## config.mk

```make
export PLATFORM = sky130hd
export DESIGN_NAME = idle_timeout_frame_receiver
export DESIGN_NICKNAME = d
export VERILOG_FILES = /design/src/rtl/core/itfr_pkg.sv /design/src/rtl/core/idle_timeout_frame_receiver.sv
export SDC_FILE = /design/constraint.sdc
export NUM_CORES = 2
export LEC_CHECK = 0
export BUFFER_PORTS_ARGS = -buffer_cell sky130_fd_sc_hd__buf_2
export CORE_MARGIN = 4
export CORE_UTILIZATION = 40
export DETAILED_ROUTE_END_ITERATION = 6
export PLACE_DENSITY = 0.54
export SLEW_MARGIN = 20
export SYNTH_ARGS = -nofsm -noshare
export SYNTH_HDL_FRONTEND = slang
export SYNTH_SLANG_ARGS = --single-unit
```

## constraint.sdc

```tcl
create_clock -name clk -period 9 [get_ports clk]
set_clock_uncertainty 0.15 [all_clocks]
set_input_delay 0.9 -clock clk [delete_from_list [all_inputs] [get_ports clk]]
set_output_delay 0.9 -clock clk [all_outputs]
set_load 0.03 [all_outputs]
```

## src/rtl/core/itfr_pkg.sv

```systemverilog
// Package for the idle-timeout frame receiver: ring sizing, frame layout,
// request codes and port widths.
// Depends on nothing; imported by the receiver core and referenced by its checker.
`default_nettype none

package itfr_pkg;

    // Receive ring; the depth must stay a power of two so the pointers wrap
    // by truncation.
    localparam int RING_DEPTH = 256;
    localparam int PTR_W      = $clog2(RING_DEPTH);
    localparam int CNT_W      = PTR_W + 1;

    // Frame layout
    localparam int FRAME_BYTES = 14;
    localparam int FIDX_W      = $clog2(FRAME_BYTES + 1);
    localparam int SUM_SPAN    = 13;
    localparam int FLD_FIRST   = 3;
    localparam int FLD_LAST    = 12;

    localparam logic [7:0] HDR_ADDR = 8'h02;
    localparam logic [7:0] HDR_LEN  = 8'(FRAME_BYTES);
    localparam logic [7:0] HDR_CMD  = 8'h01;

    // Current word: low bits are the magnitude, one bit selects tenth-amp units
    localparam int MAG_W     = 14;
    localparam int TENTH_BIT = 14;
    localparam int TENTHS_W  = 18;

    localparam logic [7:0] MISS_MAX      = 8'hFF;
    localparam logic [7:0] IDLE_MAX      = 8'hFF;
    localparam logic [7:0] TIMEOUT_RESET = 8'd5;

    // Request kinds on the input stream
    typedef enum logic {
        REQ_BYTE = 1'b0,
        REQ_TICK = 1'b1
    } req_type_t;

    // Register map
    localparam int APB_AW   = 3;
    localparam int APB_DW   = 32;
    localparam logic REG_IDLE_TIMEOUT = 1'b0;

    // Stream widths
    localparam int S_TDATA_W = 8;
    localparam int M_TDATA_W = 112;
    localparam int M_TUSER_W = 2;

endpackage

`default_nettype wire

```

## src/rtl/core/idle_timeout_frame_receiver.sv

```systemverilog
// Idle-timeout frame receiver core: byte ring, frame sequencer, status store.
// Depends on itfr_pkg.
//
// Usage: the input stream carries one request per transfer. s_tuser selects
// the kind: 0 pushes the byte in s_tdata into a 256-byte receive ring (the
// oldest byte is dropped when the ring is full), 1 is a millisecond tick.
// Ticks after the last byte count idle time; when the count reaches the
// rx_idle_timeout_ms register (APB address 0) the frame closes and exactly
// one result leaves on the output stream. Bytes and ticks that do not close a
// frame produce nothing.
// Flow: a byte or non-closing tick is taken in the idle state. A close with at least 14
// bytes held reads the 14 oldest ring entries through the single memory read
// port, one per cycle, checking header and XOR checksum with one shared
// compare/XOR unit; the result is then registered in the output register, and
// s_tready stays low meanwhile. A short close goes straight to the emit state
// and empties the ring.
// Results sit in an output register; new bytes and ticks are accepted while it
// waits, but a further close holds s_tready low until the result is taken.
// Reset empties the ring, clears all counters and status and loads a timeout
// of 5 ms; the ring memory itself is not cleared.
`default_nettype none

module idle_timeout_frame_receiver (
    input  wire logic                          clk,
    input  wire logic                          rst_n,
    // Input stream
    input  wire logic                          s_tvalid,
    output logic                               s_tready,
    input  wire logic [itfr_pkg::S_TDATA_W-1:0] s_tdata,  // [7:0] rx_byte
    input  wire logic                          s_tuser,   // [0] req_type
    // Output stream
    output logic                               m_tvalid,
    input  wire logic                          m_tready,
    // [7:0] miss_count, [15:8] status_flags_one, [23:16] status_flags_two,
    // [39:24] current_word, [57:40] current_tenths, [65:58] amp_ratio,
    // [81:66] speed_period_ms, [89:82] battery_level, [105:90] range_left,
    // [111:106] zero
    output logic [itfr_pkg::M_TDATA_W-1:0]     m_tdata,
    output logic [itfr_pkg::M_TUSER_W-1:0]     m_tuser,   // [0] link_ok, [1] frame_valid
    // Configuration port
    input  wire logic                          psel,
    input  wire logic                          penable,
    input  wire logic                          pwrite,
    input  wire logic [itfr_pkg::APB_AW-1:0]   paddr,
    input  wire logic [itfr_pkg::APB_DW-1:0]   pwdata,
    output logic [itfr_pkg::APB_DW-1:0]        prdata,
    output logic                               pready
);
    import itfr_pkg::*;

    typedef enum logic [1:0] {
        ST_IDLE,
        ST_FETCH,
        ST_EMIT
    } state_t;

    state_t               state_reg, state_next;
    logic [PTR_W-1:0]     wptr_reg, wptr_next;
    logic [PTR_W-1:0]     rptr_reg, rptr_next;
    logic [CNT_W-1:0]     held_reg, held_next;
    logic [7:0]           idle_reg, idle_next;
    logic                 pending_reg, pending_next;
    logic [7:0]           miss_reg, miss_next;
    logic                 link_reg, link_next;
    logic                 valid_reg, valid_next;
    logic [7:0]           timeout_reg, timeout_next;
    logic [FIDX_W-1:0]    cnt_reg, cnt_next;
    logic [7:0]           xor_reg, xor_next;
    logic                 chk_reg, chk_next;
    logic [7:0]           frm_reg [FLD_FIRST:FLD_LAST];
    logic [7:0]           frm_next [FLD_FIRST:FLD_LAST];

    logic [7:0]           flags1_reg, flags1_next;
    logic [7:0]           flags2_reg, flags2_next;
    logic [15:0]          cur_reg, cur_next;
    logic [7:0]           ratio_reg, ratio_next;
    logic [15:0]          speed_reg, speed_next;
    logic [7:0]           batt_reg, batt_next;
    logic [15:0]          range_reg, range_next;

    logic                 m_tvalid_reg, m_tvalid_next;
    logic [M_TDATA_W-1:0] m_tdata_reg, m_tdata_next;
    logic [M_TUSER_W-1:0] m_tuser_reg, m_tuser_next;

    // Ring memory
    logic [7:0]           ring_mem [RING_DEPTH];
    logic [7:0]           mem_q_reg;
    logic                 ring_wr;
    logic [PTR_W-1:0]     rd_addr;

    logic                 cfg_wr;
    logic [7:0]           limit;
    logic [7:0]           idle_inc;
    logic [FIDX_W-1:0]    bidx;
    logic                 chk_byte;
    logic [MAG_W-1:0]     cur_mag;
    logic [TENTHS_W-1:0]  tenths;

    assign pready   = 1'b1;
    assign cfg_wr   = psel && penable && pwrite && pready;
    assign prdata   = (paddr[2] == REG_IDLE_TIMEOUT) ? {24'd0, timeout_reg} : '0;

    assign s_tready = (state_reg == ST_IDLE);
    assign m_tvalid = m_tvalid_reg;
    assign m_tdata  = m_tdata_reg;
    assign m_tuser  = m_tuser_reg;

    assign limit    = (timeout_reg == 8'd0) ? 8'd1 : timeout_reg;
    assign idle_inc = (idle_reg == IDLE_MAX) ? idle_reg : idle_reg + 8'd1;
    assign rd_addr  = rptr_reg + PTR_W'(cnt_reg);
    assign bidx     = cnt_reg - FIDX_W'(1);

    // Tenths of an ampere: magnitude as is, or times ten as 8m + 2m.
    assign cur_mag  = cur_reg[MAG_W-1:0];
    assign tenths   = cur_reg[TENTH_BIT] ? TENTHS_W'(cur_mag)
                    : (TENTHS_W'(cur_mag) << 3) + (TENTHS_W'(cur_mag) << 1);

    always_ff @(posedge clk)
    begin
        if (ring_wr)
        begin
            ring_mem[wptr_reg] <= s_tdata;
        end
        mem_q_reg <= ring_mem[rd_addr];
    end

    // Shared check unit: one byte per cycle against the header and checksum.
    always_comb
    begin
        chk_byte = 1'b1;
        case (bidx)
            FIDX_W'(0):        chk_byte = (mem_q_reg == HDR_ADDR);
            FIDX_W'(1):        chk_byte = (mem_q_reg == HDR_LEN);
            FIDX_W'(2):        chk_byte = (mem_q_reg == HDR_CMD);
            FIDX_W'(SUM_SPAN): chk_byte = (mem_q_reg == xor_reg);
            default:           chk_byte = 1'b1;
        endcase
    end

    always_comb
    begin
        state_next    = state_reg;
        wptr_next     = wptr_reg;
        rptr_next     = rptr_reg;
        held_next     = held_reg;
        idle_next     = idle_reg;
        pending_next  = pending_reg;
        miss_next     = miss_reg;
        link_next     = link_reg;
        valid_next    = valid_reg;
        timeout_next  = timeout_reg;
        cnt_next      = cnt_reg;
        xor_next      = xor_reg;
        chk_next      = chk_reg;
        frm_next      = frm_reg;
        flags1_next   = flags1_reg;
        flags2_next   = flags2_reg;
        cur_next      = cur_reg;
        ratio_next    = ratio_reg;
        speed_next    = speed_reg;
        batt_next     = batt_reg;
        range_next    = range_reg;
        m_tvalid_next = m_tvalid_reg && !m_tready;
        m_tdata_next  = m_tdata_reg;
        m_tuser_next  = m_tuser_reg;
        ring_wr       = 1'b0;

        if (cfg_wr && (paddr[2] == REG_IDLE_TIMEOUT))
        begin
            timeout_next = pwdata[7:0];
        end

        unique case (state_reg)
            ST_IDLE:
            begin
                if (s_tvalid)
                begin
                    if (s_tuser == REQ_BYTE)
                    begin
                        ring_wr      = 1'b1;
                        wptr_next    = wptr_reg + PTR_W'(1);
                        if (held_reg == CNT_W'(RING_DEPTH))
                        begin
                            rptr_next = rptr_reg + PTR_W'(1);
                        end
                        else
                        begin
                            held_next = held_reg + CNT_W'(1);
                        end
                        idle_next    = 8'd0;
                        pending_next = 1'b1;
                    end
                    else if (pending_reg)
                    begin
                        idle_next = idle_inc;
                        if (idle_inc >= limit)
                        begin
                            pending_next = 1'b0;
                            if (held_reg >= CNT_W'(FRAME_BYTES))
                            begin
                                link_next  = 1'b1;
                                miss_next  = 8'd0;
                                cnt_next   = '0;
                                xor_next   = 8'd0;
                                chk_next   = 1'b1;
                                state_next = ST_FETCH;
                            end
                            else
                            begin
                                wptr_next  = '0;
                                rptr_next  = '0;
                                held_next  = '0;
                                link_next  = 1'b0;
                                valid_next = 1'b0;
                                if (miss_reg != MISS_MAX)
                                begin
                                    miss_next = miss_reg + 8'd1;
                                end
                                state_next = ST_EMIT;
                            end
                        end
                    end
                end
            end

            ST_FETCH:
            begin
                // Read for byte cnt is issued now; the byte before it is in mem_q_reg.
                cnt_next = cnt_reg + FIDX_W'(1);
                if (cnt_reg != '0)
                begin
                    chk_next = chk_reg && chk_byte;
                    if (bidx < FIDX_W'(SUM_SPAN))
                    begin
                        xor_next = xor_reg ^ mem_q_reg;
                    end
                    if ((bidx >= FIDX_W'(FLD_FIRST)) && (bidx <= FIDX_W'(FLD_LAST)))
                    begin
                        frm_next[bidx] = mem_q_reg;
                    end
                end
                if (cnt_reg == FIDX_W'(FRAME_BYTES))
                begin
                    rptr_next  = rptr_reg + PTR_W'(FRAME_BYTES);
                    held_next  = held_reg - CNT_W'(FRAME_BYTES);
                    valid_next = chk_reg && chk_byte;
                    if (chk_reg && chk_byte)
                    begin
                        flags1_next = frm_reg[3];
                        flags2_next = frm_reg[4];
                        cur_next    = {frm_reg[5], frm_reg[6]};
                        ratio_next  = frm_reg[7];
                        speed_next  = {frm_reg[8], frm_reg[9]};
                        batt_next   = frm_reg[10];
                        range_next  = {frm_reg[11], frm_reg[12]};
                    end
                    state_next = ST_EMIT;
                end
            end

            ST_EMIT:
            begin
                if (!m_tvalid_reg || m_tready)
                begin
                    m_tvalid_next = 1'b1;
                    m_tdata_next  = {6'd0, range_reg, batt_reg, speed_reg, ratio_reg,
                                     tenths, cur_reg, flags2_reg, flags1_reg, miss_reg};
                    m_tuser_next  = {valid_reg, link_reg};
                    state_next    = ST_IDLE;
                end
            end

            default:
            begin
                state_next = ST_IDLE;
            end
        endcase
    end

    always_ff @(posedge clk or negedge rst_n)
    begin
        if (!rst_n)
        begin
            state_reg    <= ST_IDLE;
            wptr_reg     <= '0;
            rptr_reg     <= '0;
            held_reg     <= '0;
            idle_reg     <= 8'd0;
            pending_reg  <= 1'b0;
            miss_reg     <= 8'd0;
            link_reg     <= 1'b0;
            valid_reg    <= 1'b0;
            timeout_reg  <= TIMEOUT_RESET;
            cnt_reg      <= '0;
            chk_reg      <= 1'b0;
            flags1_reg   <= 8'd0;
            flags2_reg   <= 8'd0;
            cur_reg      <= 16'd0;
            ratio_reg    <= 8'd0;
            speed_reg    <= 16'd0;
            batt_reg     <= 8'd0;
            range_reg    <= 16'd0;
            m_tvalid_reg <= 1'b0;
        end
        else
        begin
            state_reg    <= state_next;
            wptr_reg     <= wptr_next;
            rptr_reg     <= rptr_next;
            held_reg     <= held_next;
            idle_reg     <= idle_next;
            pending_reg  <= pending_next;
            miss_reg     <= miss_next;
            link_reg     <= link_next;
            valid_reg    <= valid_next;
            timeout_reg  <= timeout_next;
            cnt_reg      <= cnt_next;
            chk_reg      <= chk_next;
            flags1_reg   <= flags1_next;
            flags2_reg   <= flags2_next;
            cur_reg      <= cur_next;
            ratio_reg    <= ratio_next;
            speed_reg    <= speed_next;
            batt_reg     <= batt_next;
            range_reg    <= range_next;
            m_tvalid_reg <= m_tvalid_next;
        end
    end

    // Payload registers carry no reset.
    always_ff @(posedge clk)
    begin
        xor_reg     <= xor_next;
        frm_reg     <= frm_next;
        m_tdata_reg <= m_tdata_next;
        m_tuser_reg <= m_tuser_next;
    end

endmodule

`default_nettype wire

```

After elaboration in Yosys (flattened, before gate mapping) --
Memory sizes are Yosys's and may differ from the RTL's. A register that Yosys moved wholly into a read port is not among the register bits. Cells that the tools add are included.
Storage, ports and cells: memories kept 1, flip-flop bits (word level) 336, input bits 51, output and inout port bits 149, bits in writable memories 2048
Memory list:
- ring_mem | depth 256, width 8, read ports 1, clocked after memory_dff 1, write ports 1, line idle_timeout_frame_receiver.sv:86 | logic [7:0] ring_mem [RING_DEPTH];
Cells by class: reductions and logical operators 31, equal/unequal tests 31, bitwise gates (word level) 3, multiplexer cells 76, add/sub/neg operators 11, magnitude comparators 7
Operator list (count):
- $mux W8 | 23
- $bwmux W80 | 1
- $mux W9 | 7
- $add A8 B1 Y8 const B | 4
- $demux W8 S4 | 1
- $pmux W8 S2 | 2
- $reduce_and A7 Y1 | 4
- $mux W1 | 23
- $mux W4 | 5
- $add A17 B15 Y18 | 1
- $pmux W9 S2 | 1
- $reduce_and A6 Y1 | 3
- $mux W14 | 1
- $mux W2 | 7
- $ne A2 B2 Y1 const B | 7
- $ne A2 B1 Y1 const B | 6
- $reduce_and A5 Y1 | 2
- $add A9 B1 Y9 const B | 1
- $eq A9 B9 Y1 const B | 1
- $ge A9 B4 Y1 const B | 1
- $reduce_and A3 Y1 | 3
- $sub A9 B4 Y9 const B | 1
- $add A8 B4 Y8 | 1
- $add A8 B4 Y8 const B | 1
- 39 further kinds | 52

Longest topological paths before layout --
depth in word-level cells 8, mapped depth 15, mapped depth without buffers 14

Least setup slack after synthesis --
Ideal clock, no wire load.
kind in2reg, start input m_tready, end register m_tdata_reg[0] (netlist: m_tdata[0]), enable pin, required time 8.261 ns, stages on the path 2, data arrival time 5.797 ns, slack 2.464 ns, path through nand2b_1 > nor2b_1
On the way: word-level cells in the longest chain between the ends 2
RTL lines:
- from (decl) | line idle_timeout_frame_receiver.sv:33 | input wire logic m_tready,
- $logic_or A1 B1 Y1 | line idle_timeout_frame_receiver.sv:263 | if (!m_tvalid_reg || m_tready)
- $reduce_and A2 Y1 (no source line)
- to (signal assigned) | line idle_timeout_frame_receiver.sv:335 | m_tdata_reg <= m_tdata_next;
- to (decl) | line idle_timeout_frame_receiver.sv:82 | logic [M_TDATA_W-1:0] m_tdata_reg, m_tdata_next;
Every way passes these cells. A chain may end at the register's enable or synchronous reset.

Worst setup path after layout --
start register rptr_reg[0], end register mem_q_reg[6], read port of ring_mem
On the way: word-level cells in the longest chain between the ends 1
RTL lines:
- from (decl) | line idle_timeout_frame_receiver.sv:59 | logic [PTR_W-1:0] rptr_reg, rptr_next;
- from (signal assigned) | line idle_timeout_frame_receiver.sv:309 | rptr_reg <= rptr_next;
- $add A8 B4 Y8 | line idle_timeout_frame_receiver.sv:110 | assign rd_addr = rptr_reg + PTR_W'(cnt_reg);
- to (decl) | line idle_timeout_frame_receiver.sv:87 | logic [7:0] mem_q_reg;
Every way passes these cells.

==> results.md <==
- Synthesized area: 93500 um^2
- Largest register FFs: 2048
- Drt pass-1 iters: 7
- Max Freq: 194 MHz
- Hold crit path type: input pin to flip-flop
- Syn Inst Count: 4373
- WP buf/inv: 1
- Gr ovfl total: 0
- Most frequent cells in the layout: 2244 x edfxtp_1, 640 x mux4_2, 332 x nor2_1
- # nets final: 4698
- Vias: 43000
- Layout area overhead: 12.8%
- Period utilization: 57.4%
- Max VDD drop: 0.626 mV
- DR vias/cell: 5.48
- CTS sink cnt: 2392
- Layout cells sized above 1: 27.4%
- Min cycle time layout: 5.17 ns
- Warnings from Yosys: 0
- Die width: 491 um
- CTS tree: built
- R2r worst-path depth: 9
- Total of max-cap violations: 0
- Routed len/inst: 27.3 um
- Seq/Total Area, Yosys: 76.0%
- PostCTS Resize Cnt: 0
- Post-synthesis async set-or-reset flop share: 5.85%
- H-tree levels: 4
- Hold Path Depth: 2
- Synth cell types: 75
- IO Pins: 200
- Port Buffers: 142
- R2r endpoint: mem_q_reg[6]
- Slew Viols, Final: 0
- Setup TNS Final: 0 ns
- Unrepaired setup endpoints after global routing: no
- Crit start category: flip-flop
- DP Area: 97700 um^2
- Synth Flop Type: edfxtp_1
- Clock Pin Slew Worst Setup and Hold Paths: 0.06 ns
- Outcome: finished with violations
- Crit Path Class: flip-flop to flip-flop
- HP Start: pwdata[5]
- Die Y: 491 um
- Post-synth EDFFs: 2244
- Wirelength, routed: 214 mm
- Deepest clock path buffer count: 3
- Number of global-route vias before repair: 44100
- Largest net degree at the start of global routing: 153
- Critical path cell sequence: ha_4, fa_4, buf_12, mux4_2, mux4_2, nand2_1, nand4_1, nand4_1, a221oi_1
- Syn avg cell area: 21.4 um^2
- CP max stage delay: 1.30 ns
- Worst Hold End: timeout_reg[5]
- Num rows: 177
- Setup slack, reg-to-reg: 3.83 ns
- Crit path max fanout: 135
- Final Hold Fails: 0
- First-pass GRT wire length: 315 mm
- Final Util: 45.3%
- Most common cell after layout, fill and taps aside: edfxtp_1
- HPWL after DPL: 126 mm
- Worst EP required: 9.54 ns
- Root Buffer Master: clkbuf_16
- Failing checks: DRC
- Fillers: 19400
- GRT Util Overall: 17.7%
- Initial Utilization: 40.2%
- Critical Path AT: 5.71 ns
- Core area: 233000 um^2
- Worst r2r src: rptr_reg[0]
- Die area: 242000 um^2
- 1st-iter DRT viols: 4360
- Seq cells post-synth: 2392
- Gpl congestion: 0.772
- Number of antenna violations at the first check in global routing: 5
- Critical path endpoint category: flip-flop
- Slew HR: 27.2%
- Remaining DRCs: 2
- Delay-heaviest family, CP: adder cells
- Detail Route Antenna Nets: 0
- Latest clock arrival within the worst-skew pair: 0.86 ns
- Cell area after layout: 105000 um^2
- Final setup vio count: 0
- Worst path slowest cell: fa_4
- TritonCTS Buffers: 238
- Lkg Pwr: 33.6 nW
- Slew @ Worst Pin: 1.09 ns
- Pwr dens: 382 nW/um^2
-- repair_timing --
| item | in CTS | in global routing |
|---|---|---|
| setup endpoints to repair | 0 | 0 |
| buffers inserted | 0 | 0 |
| hold buffers | 1 | 0 |
| endpoints found under the hold margin | 64 | 0 |
-- cell usage after synthesis, types with 8 or more instances --
library cell  count  area [um^2]
a21oi_1          37          185
a221oi_1         26          228
a22o_1           21          184
and2_1           12         75.1
and3_1           13         81.3
buf_1            45          169
buf_12            8          160
buf_2            26          130
buf_4            32          240
clkbuf_1        145          544
dfrtp_1         138         3450
dfxtp_1           8          160
edfxtp_1       2244        67400
ha_1             43          538
inv_1            32          120
mux2_2           12          135
mux2_4           79         1190
mux4_2          640        14400
nand2_1         149          559
nand3_1          26          130
nand4_1          49          307
nor2_1          336         1260
nor2b_1          11         68.8
nor3_1           27          135
o21ai_0          57          285
o31ai_1          13         97.6
xnor2_1          20          175
xor2_1           22          193
-- cell families after synthesis --
| family | count (synthesis) | share of synthesized area, % |
|---|---|---|
| compound gates | 212 | 1.56 |
| xor+xnor | 42 | 0.393 |
| fa+ha+maj | 45 | 0.618 |
| buf+inv | 292 | 1.50 |
| flops | 2392 | 76.0 |
| mux | 733 | 16.9 |
| other cells | 2 | 0.00803 |
| simple gates | 655 | 3.06 |
-- worst max-delay path by stage --
stage | cells after the start | startpoint | endpoint
after CTS | 9 | cnt_reg[0] | mem_q_reg[6]
after global placement | 9 | cnt_reg[0] | mem_q_reg[2]
after global routing | 9 | cnt_reg[0] | mem_q_reg[6]
after floorplan | 2 | m_tready | m_tdata[0]
after detailed placement | 9 | rptr_reg[0] | mem_q_reg[6]
final | 9 | rptr_reg[0] | mem_q_reg[6]
-- metal layers --
metal  part of all wire (%)  track usage (%)  vias up
li1                       -                -    18500
met5                      0                0        -
met1                     44             25.5    23000
met2                     47             27.6     1217
met4                    2.8             5.33        0
met3                    6.0             3.34      282
-- layout make-up --
cell class              instances  area [um^2]  share of cell area, %
multi-input cells            1718        21300                   20.2
repair buffers                219         1510                   1.43
well taps                    3043         3810                   3.61
diodes                          1         2.50                0.00237
inverters                      33          124                  0.118
clock buffers                 313         6390                   6.06
flip-flops and latches       2392        71100                   67.4
clock inverters               126         1270                   1.21
-- stage by stage --
| stage | cells | worst slack, ns | hold WS (ns) | power [mW] |
|---|---|---|---|---|
| 4_1_cts | 7844 | 3.87 | 0.0557 | 40.9 |
| 2_1_floorplan | 4402 | 2.46 | 0.271 | 25.1 |
| 5_1_grt | 7845 | 3.76 | 0.0858 | 42.1 |
| 3_5_place_dp | 7404 | 3.89 | 0.291 | 31.1 |
| 6_report | 7845 | 3.83 | 0.139 | 40.2 |
| 3_3_place_gp | 7404 | 3.90 | 0.291 | 31.1 |
-- where the power goes --
group / total, mW / internal (mW) / switching, mW
clock network: 9.75 / 5.58 / 4.16
logic: 17.6 / 7.96 / 9.69
registers: 12.9 / 12.6 / 0.237
No activity file was read; power rests on OpenSTA's default activity.
